File: config.mk
export PLATFORM = sky130hd
export DESIGN_NAME = second_order_byte_checksum
export DESIGN_NICKNAME = d
export VERILOG_FILES = /design/src/hw/rtl/sobc_pkg.sv /design/src/hw/rtl/second_order_byte_checksum.sv /design/src/hw/rtl/sobc_mod.sv /design/src/hw/rtl/sobc_core.sv
export SDC_FILE = /design/constraint.sdc
export NUM_CORES = 1
export LEC_CHECK = 0
export BUFFER_PORTS_ARGS = -buffer_cell sky130_fd_sc_hd__buf_2
export CORE_MARGIN = 8
export CORE_UTILIZATION = 40
export DETAILED_ROUTE_END_ITERATION = 7
export PLACE_DENSITY_LB_ADDON = 0.1
export SYNTH_ARGS = -nofsm -noshare
export SYNTH_HDL_FRONTEND = slang
export SYNTH_SLANG_ARGS = --single-unit
File: constraint.sdc
create_clock -name clock -period 18.13 [get_ports clock]
set_clock_uncertainty 0.1 [all_clocks]
set_input_delay 1.813 -clock clock [delete_from_list [all_inputs] [get_ports clock]]
set_output_delay 1.813 -clock clock [all_outputs]
set_load 0.005 [all_outputs]
File: src/hw/rtl/sobc_pkg.sv
// shared types, constants and coefficient functions for the byte checksum
package sobc_pkg;

   localparam int unsigned ByteWidth = 8;
   localparam int unsigned TermWidth = 16;
   localparam int unsigned ProdWidth = 25;
   localparam int unsigned DiffWidth = 26;

   localparam logic [TermWidth-1:0] FirstOffset = 16'd7;
   localparam logic [TermWidth-1:0] OlderStart = 16'd1;
   localparam logic [TermWidth-1:0] NewerStart = 16'd1;
   localparam logic [TermWidth-1:0] ModulusValue = 16'hFFFF;
   localparam logic [7:0] AlphaMul = 8'd17;
   localparam logic [7:0] BetaMul = 8'd31;
   // 2^26 + d - 1023 == d + 1 + 1024 * 65535, so a wrapped negative difference lands
   // on a positive value congruent to d + 1
   localparam logic [DiffWidth-1:0] NegAdjust = 26'd1023;

   typedef struct packed {
      logic [ByteWidth-1:0] data_byte;
      logic                 first_byte;
   } req_item_type;

   // coefficients only need the low byte of pos * k
   function automatic logic [7:0] alpha_coef(input logic [7:0] pos);
      logic [15:0] full;
      full = {8'd0, pos} * {8'd0, AlphaMul};
      return full[7:0];
   endfunction

   function automatic logic [7:0] beta_coef(input logic [7:0] pos);
      logic [15:0] full;
      full = {8'd0, pos} * {8'd0, BetaMul};
      return full[7:0];
   endfunction

endpackage

File: src/hw/rtl/second_order_byte_checksum.sv
// top level of the second-order byte checksum
// usage:
//   requests carry one message byte (req_data_byte) and a flag (req_first_byte)
//   that restarts the recurrence at the first byte of a message. every request
//   gives exactly one response, rsp_checksum, the running checksum after it.
//   both channels use valid/stall: a transfer happens on a rising edge with
//   valid high and stall low.
//   an accepted request is captured in the input register, its next term is
//   computed combinationally from there, and the response is then captured
//   in the result register.
//   throughput: one request per cycle while rsp_stall is low; the loop through the terms is one
//   9x16 and one 8x16 multiply, a subtract and an end-around-carry fold,
//   all combinational between input register and result register.
//   reset (synchronous, active high) sets the older and newer terms to 1 and
//   the byte position to 0, and empties both registers.
//   when rsp_stall holds the response, the input register keeps its request
//   and req_stall rises only once that register is also full.
module second_order_byte_checksum
   import sobc_pkg::*;
(
   input  logic                 clock,
   input  logic                 reset,
   input  logic                 req_valid,
   output logic                 req_stall,
   input  logic [ByteWidth-1:0] req_data_byte,
   input  logic                 req_first_byte,
   output logic                 rsp_valid,
   input  logic                 rsp_stall,
   output logic [TermWidth-1:0] rsp_checksum
);

   logic                 hold_valid_ff, hold_valid_in;
   req_item_type         hold_item_ff, hold_item_in;
   logic                 rsp_valid_ff, rsp_valid_in;
   logic [TermWidth-1:0] rsp_checksum_ff, rsp_checksum_in;

   logic                 advance;
   logic                 accept;
   logic [TermWidth-1:0] next_term;

   // the held request moves on when the result register is free or draining
   assign advance = hold_valid_ff && (!rsp_valid_ff || !rsp_stall);
   assign req_stall = hold_valid_ff && !advance;
   assign accept = req_valid && !req_stall;

   sobc_core u_core (
      .clock     (clock),
      .reset     (reset),
      .advance   (advance),
      .item      (hold_item_ff),
      .next_term (next_term)
   );

   always_comb begin
      hold_item_in = hold_item_ff;
      if (accept) begin
         hold_item_in.data_byte = req_data_byte;
         hold_item_in.first_byte = req_first_byte;
      end
      if (accept) begin
         hold_valid_in = 1'b1;
      end else if (advance) begin
         hold_valid_in = 1'b0;
      end else begin
         hold_valid_in = hold_valid_ff;
      end

      rsp_checksum_in = advance ? next_term : rsp_checksum_ff;
      if (advance) begin
         rsp_valid_in = 1'b1;
      end else if (rsp_stall) begin
         rsp_valid_in = rsp_valid_ff;
      end else begin
         rsp_valid_in = 1'b0;
      end
   end

   always_ff @(posedge clock) begin
      if (reset) begin
         hold_valid_ff <= 1'b0;
         rsp_valid_ff <= 1'b0;
      end else begin
         hold_valid_ff <= hold_valid_in;
         rsp_valid_ff <= rsp_valid_in;
      end
   end

   always_ff @(posedge clock) begin
      hold_item_ff <= hold_item_in;
      rsp_checksum_ff <= rsp_checksum_in;
   end

   assign rsp_valid = rsp_valid_ff;
   assign rsp_checksum = rsp_checksum_ff;

   a_stall_only_when_full: assert property (@(posedge clock) disable iff (reset)
      req_stall |-> (hold_valid_ff && rsp_valid_ff && rsp_stall))
      else $error("request stalled with room in the pipeline");

   a_advance_fills_output: assert property (@(posedge clock) disable iff (reset)
      advance |=> (rsp_valid_ff && rsp_checksum_ff == $past(next_term)))
      else $error("computed term not loaded into the response register");

   a_checksum_reduced: assert property (@(posedge clock) disable iff (reset)
      rsp_valid_ff |-> (rsp_checksum_ff != ModulusValue))
      else $error("checksum not fully reduced");

endmodule

File: src/hw/rtl/sobc_mod.sv
// end-around-carry reduction of a 26-bit value modulo 65535
module sobc_mod
   import sobc_pkg::*;
(
   input  logic [DiffWidth-1:0] value,
   output logic [TermWidth-1:0] residue
);

   logic [TermWidth:0] fold1;
   logic [TermWidth:0] fold2;

   always_comb begin
      // 2^16 is 1 modulo 65535, so the high part adds onto the low part
      fold1 = {7'd0, value[DiffWidth-1:TermWidth]} + {1'b0, value[TermWidth-1:0]};
      fold2 = {16'd0, fold1[TermWidth]} + {1'b0, fold1[TermWidth-1:0]};
      // fold2 never exceeds 65535; that value is zero
      if (fold2[TermWidth-1:0] == ModulusValue) begin
         residue = '0;
      end else begin
         residue = fold2[TermWidth-1:0];
      end
   end

endmodule

File: src/hw/rtl/sobc_core.sv
// recurrence state and next-term arithmetic
module sobc_core
   import sobc_pkg::*;
(
   input  logic                 clock,
   input  logic                 reset,
   input  logic                 advance,
   input  req_item_type         item,
   output logic [TermWidth-1:0] next_term
);

   logic [TermWidth-1:0] older_term_ff, older_term_in;
   logic [TermWidth-1:0] newer_term_ff, newer_term_in;
   logic [7:0]           byte_position_ff, byte_position_in;

   logic [7:0]           pos_next;
   logic [8:0]           mult_a;
   logic [ProdWidth-1:0] prod;
   logic [ProdWidth-2:0] sub;
   logic [DiffWidth-1:0] diff_raw;
   logic [DiffWidth-1:0] diff_pos;
   logic [TermWidth-1:0] residue;

   always_comb begin
      pos_next = byte_position_ff + 8'd1;
      mult_a = {1'b0, item.data_byte} + {1'b0, alpha_coef(pos_next)};
      prod = {16'd0, mult_a} * {9'd0, newer_term_ff};
      sub = {16'd0, beta_coef(pos_next)} * {8'd0, older_term_ff};
      diff_raw = {1'b0, prod} - {2'b0, sub};
      if (prod < {1'b0, sub}) begin
         diff_pos = diff_raw - NegAdjust;
      end else begin
         diff_pos = diff_raw;
      end
   end

   sobc_mod u_mod (
      .value   (diff_pos),
      .residue (residue)
   );

   always_comb begin
      older_term_in = older_term_ff;
      newer_term_in = newer_term_ff;
      byte_position_in = byte_position_ff;
      if (item.first_byte) begin
         next_term = {8'd0, item.data_byte} + FirstOffset;
      end else begin
         next_term = residue;
      end
      if (advance) begin
         newer_term_in = next_term;
         if (item.first_byte) begin
            older_term_in = OlderStart;
            byte_position_in = '0;
         end else begin
            older_term_in = newer_term_ff;
            byte_position_in = pos_next;
         end
      end
   end

   always_ff @(posedge clock) begin
      if (reset) begin
         older_term_ff <= OlderStart;
         newer_term_ff <= NewerStart;
         byte_position_ff <= '0;
      end else begin
         older_term_ff <= older_term_in;
         newer_term_ff <= newer_term_in;
         byte_position_ff <= byte_position_in;
      end
   end

   a_first_restarts: assert property (@(posedge clock) disable iff (reset)
      (advance && item.first_byte) |=>
         (older_term_ff == OlderStart && byte_position_ff == 8'd0))
      else $error("first byte did not restart the recurrence");

   a_terms_shift: assert property (@(posedge clock) disable iff (reset)
      (advance && !item.first_byte) |=> (older_term_ff == $past(newer_term_ff)))
      else $error("older term did not take the previous newer term");

   a_position_counts: assert property (@(posedge clock) disable iff (reset)
      (advance && !item.first_byte) |=>
         (byte_position_ff == $past(byte_position_ff) + 8'd1))
      else $error("byte position did not advance");

   a_idle_holds: assert property (@(posedge clock) disable iff (reset)
      !advance |=> ($stable(newer_term_ff) && $stable(byte_position_ff)))
      else $error("state changed without a request");

endmodule
==> impl_metrics.sql <==
INSERT INTO impl_metrics (metric_group, metric, value, unit) VALUES
('worst_setup_path', 'critical-path-max-stage-delay', '0.69', 'ns'),
('synth', 'yosysWarnings', '0', ''),
('global_routing', 'first_pass_grt_wire_length', '67000', 'um'),
('routing', 'routed_wirelength', '41200', 'um'),
('routing', 'drt_first_iter_violations', '715', ''),
('worst_setup_path', 'timing.critical_path.from_type', 'flip-flop', ''),
('cells_and_area', 'num-nets-final', '2125', ''),
('timing', 'relative_slew_margins', '24.9', '%'),
('cells_and_area', 'multiInputGateArea', '12100', 'um^2'),
('timing', 'setup_violations', '0', ''),
('floorplanning', 'ioPinCount', '31', ''),
('cells_and_area', 'layout.area.seq', '1590', 'um^2'),
('routing', 'vias_per_cell', '5.33', ''),
('routing', 'drc', '0', ''),
('place', 'io_buffer_count', '30', ''),
('cells_and_area', 'area_growth_syn_to_layout', '6.32', '%'),
('timing', 'fmax', '0.0595', 'GHz'),
('global_routing', 'grt.total_usage', '19.0', '%'),
('clocking', 'clk_root_buffer_cell', 'clkbuf_16', ''),
('synth', 'ys_ff_latch', '67', ''),
('clocking', 'cts.htree.levels', '3', ''),
('timing', 'fin_max_slew_vios', '0', ''),
('cells_and_area', 'most-common-layout-cells', 'inv_1, fa_1, nand2_1', ''),
('timing', 'tns', '0', 'ns'),
('worst_setup_path', 'worst_setup_path_end_kind', 'flip-flop', ''),
('place', 'place_congestion', '0.862', ''),
('synth', 'asyncSetResetFlopFracSynth', '0', '%'),
('global_routing', 'antenna_found_initial', '0', ''),
('routing', 'dr.pass1.iters', '7', ''),
('timing', 'tightestPinTransition', '1.12', 'ns'),
('timing', 'final.min_clock_period', '16.81', 'ns'),
('cells_and_area', 'antennaDiodeCount', '0', ''),
('floorplanning', 'initial_utilization', '40.7', '%'),
('clocking', 'clock-sinks', '67', ''),
('routing', 'via_count', '12000', ''),
('timing', 'grt_setup_unrepaired', 'no', ''),
('clocking', 'clkSlewWorstSetupHoldPaths', '0.06', 'ns'),
('global_routing', 'grt_pass1_vias', '12400', ''),
('synth', 'synth-seq-area-share', '10.7', '%'),
('timing', 'report.final.hold_viol_count', '0', ''),
('synth', 'synthesis.instances', '1777', ''),
('timing', 'timing.final.crit_share', '92.7', '%'),
('synth', 'synth-edff-count', '25', ''),
('cells_and_area', 'final_common_cell', 'inv_1', ''),
('clocking', 'clk_path_buf_depth', '2', ''),
('worst_setup_path', 'worstSetupPathType', 'flip-flop to flip-flop', ''),
('synth', 'syn_nets', '2132', ''),
('floorplanning', 'fp.dieW', '209', 'um'),
('worst_setup_path', 'worstPathMaxFanout', '21', ''),
('floorplanning', 'die-area', '43800', 'um^2'),
('synth', 'post_synth.cell_area_avg', '8.40', 'um^2'),
('worst_setup_path', 'timing.critical_path.arrival', '16.94', 'ns'),
('worst_setup_path', 'slowest_stage_cell_crit_path', 'dfxtp_1', ''),
('floorplanning', 'coreArea', '36700', 'um^2'),
('cells_and_area', 'layout-drive-gt1-share', '4.96', '%'),
('floorplanning', 'rows', '70', ''),
('worst_setup_path', 'required', '18.26', 'ns'),
('synth', 'synthFlopType', 'dfxtp_1', ''),
('global_routing', 'maximum_number_of_pins_on_one_net_before_global_route_repair', '40', ''),
('synth', 'netlist_area', '14900', 'um^2'),
('clocking', 'tritoncts', 'built', ''),
('run_status', 'status', 'completed', ''),
('synth', 'synth.lib_cells_used.distinct', '77', ''),
('cells_and_area', 'fillers', '3650', ''),
('global_routing', 'gr-total-overflow', '0', ''),
('worst_setup_path', 'cpMostUsedCell', 'ha_1', ''),
('clocking', 'cts-buffers-inserted', '9', ''),
('clocking', 'worst_skew_pair.late_latency', '0.34', 'ns'),
('routing', 'final_ant_viol_nets', '0', ''),
('run', 'cap_violations', '0', ''),
('worst_hold_path', 'hold_path_class', 'flip-flop to flip-flop', ''),
('place', 'dp_hpwl', '33500', 'um'),
('routing', 'wire_per_inst', '18.4', 'um'),
('floorplanning', 'die_h', '209', 'um');
[worst paths after layout]
| check | start | to | slack [ns] | cells past startpoint |
|---|---|---|---|---|
| worst max-delay path | u_core.byte_position_ff[0] | u_core.newer_term_ff[2] | 1.32 | 60 |
| worst min-delay path | u_core.byte_position_ff[7] | u_core.byte_position_ff[7] | 0.40 | 2 |
| worst max register to register | u_core.byte_position_ff[0] | u_core.newer_term_ff[2] | 1.32 | 60 |
| worst min register to register | u_core.byte_position_ff[7] | u_core.byte_position_ff[7] | 0.40 | 2 |
[layout make-up]
cell class / instances / area share [%]
clock buffer: 12 / 1.76
clock inverter: 4 / 0.181
inverter: 277 / 6.55
multi-input combinational: 1369 / 76.1
sequential: 67 / 10.0
tap: 468 / 3.69
timing repair buffer: 46 / 1.70
[synthesized netlist by cell type (all sizes together) (35+ instances only)]
cell type	count	area share [%]
inv	277	7.0
fa	194	26
nand2	158	4.0
ha	148	12
and2	144	6.0
xnor2	100	5.9
nor2	96	2.4
a21oi	94	3.2
clkbuf	53	1.3
dfxtp	42	5.6
xor2	42	2.6
o21ai	41	1.4
nor3	40	1.4
and3	35	1.5
nor2b	35	1.5
[per-layer routing]
| layer | GRT usage [%] | up-vias | share of wire, % |
|---|---|---|---|
| li1 | - | 5748 | - |
| met1 | 25.0 | 5925 | 46 |
| met2 | 32.9 | 243 | 48 |
| met3 | 2.20 | 38 | 3.9 |
| met4 | 4.52 | 0 | 1.9 |
| met5 | 0 | - | 0 |
[logic make-up after synthesis]
group	count (synthesis)	share of synthesized area [%]
adder cells (fa/ha/maj)	342	38.4
buffers and inverters	341	8.77
XOR/XNOR	142	8.43
multiplexers	6	0.436
flip-flops	67	10.7
AND/OR/NAND/NOR	604	21.0
AO/OA/AOI/OAI	275	12.3
[through the flow]
step / util, % / cell area [um^2] / cells / hold WS [ns] / setup WS [ns]
4_1_cts: 43.2 / 15900 / 2243 / 0.404 / 1.10
3_5_place_dp: 42.4 / 15500 / 2227 / 0.394 / 1.18
5_1_grt: 43.2 / 15900 / 2243 / 0.445 / 0.113
6_report: 43.2 / 15900 / 2243 / 0.397 / 1.32
2_1_floorplan: - / 14900 / 1777 / 0.351 / 2.55
3_3_place_gp: 42.4 / 15500 / 2227 / 0.378 / 1.70
[worst max-delay path, delay by kind of cell, from the launching register on]
| family | cells | cell delay [ns] |
|---|---|---|
| xor gates and xnor gates | 6 | 0.98 |
| buffers and inverters | 6 | 0.75 |
| and+or+nand+nor | 16 | 4.51 |
| adders and majority gates | 13 | 5.21 |
| muxes | 1 | 0.22 |
| DFF | 1 | 0.69 |
| AOI/OAI and AO/OA | 18 | 4.20 |
[flip-flops by register name, indices dropped and copies added (netlist names)]
signal                   flops
rsp_checksum                16
u_core.byte_position_ff      8
hold_item_ff                 9
u_core.older_term_ff        16
rsp_valid                    1
u_core.newer_term_ff        16
hold_valid_ff                1
[timing repair]
action                     in CTS  in global routing
setup endpoints to repair       0                 12
setup buffers                   0                  0
gates resized for setup         0                  1
hold buffers                    0                  0
Power is left out: the tool's default activity adds up to more than one toggle a clock period on the data nets, which glitch-free logic cannot reach.
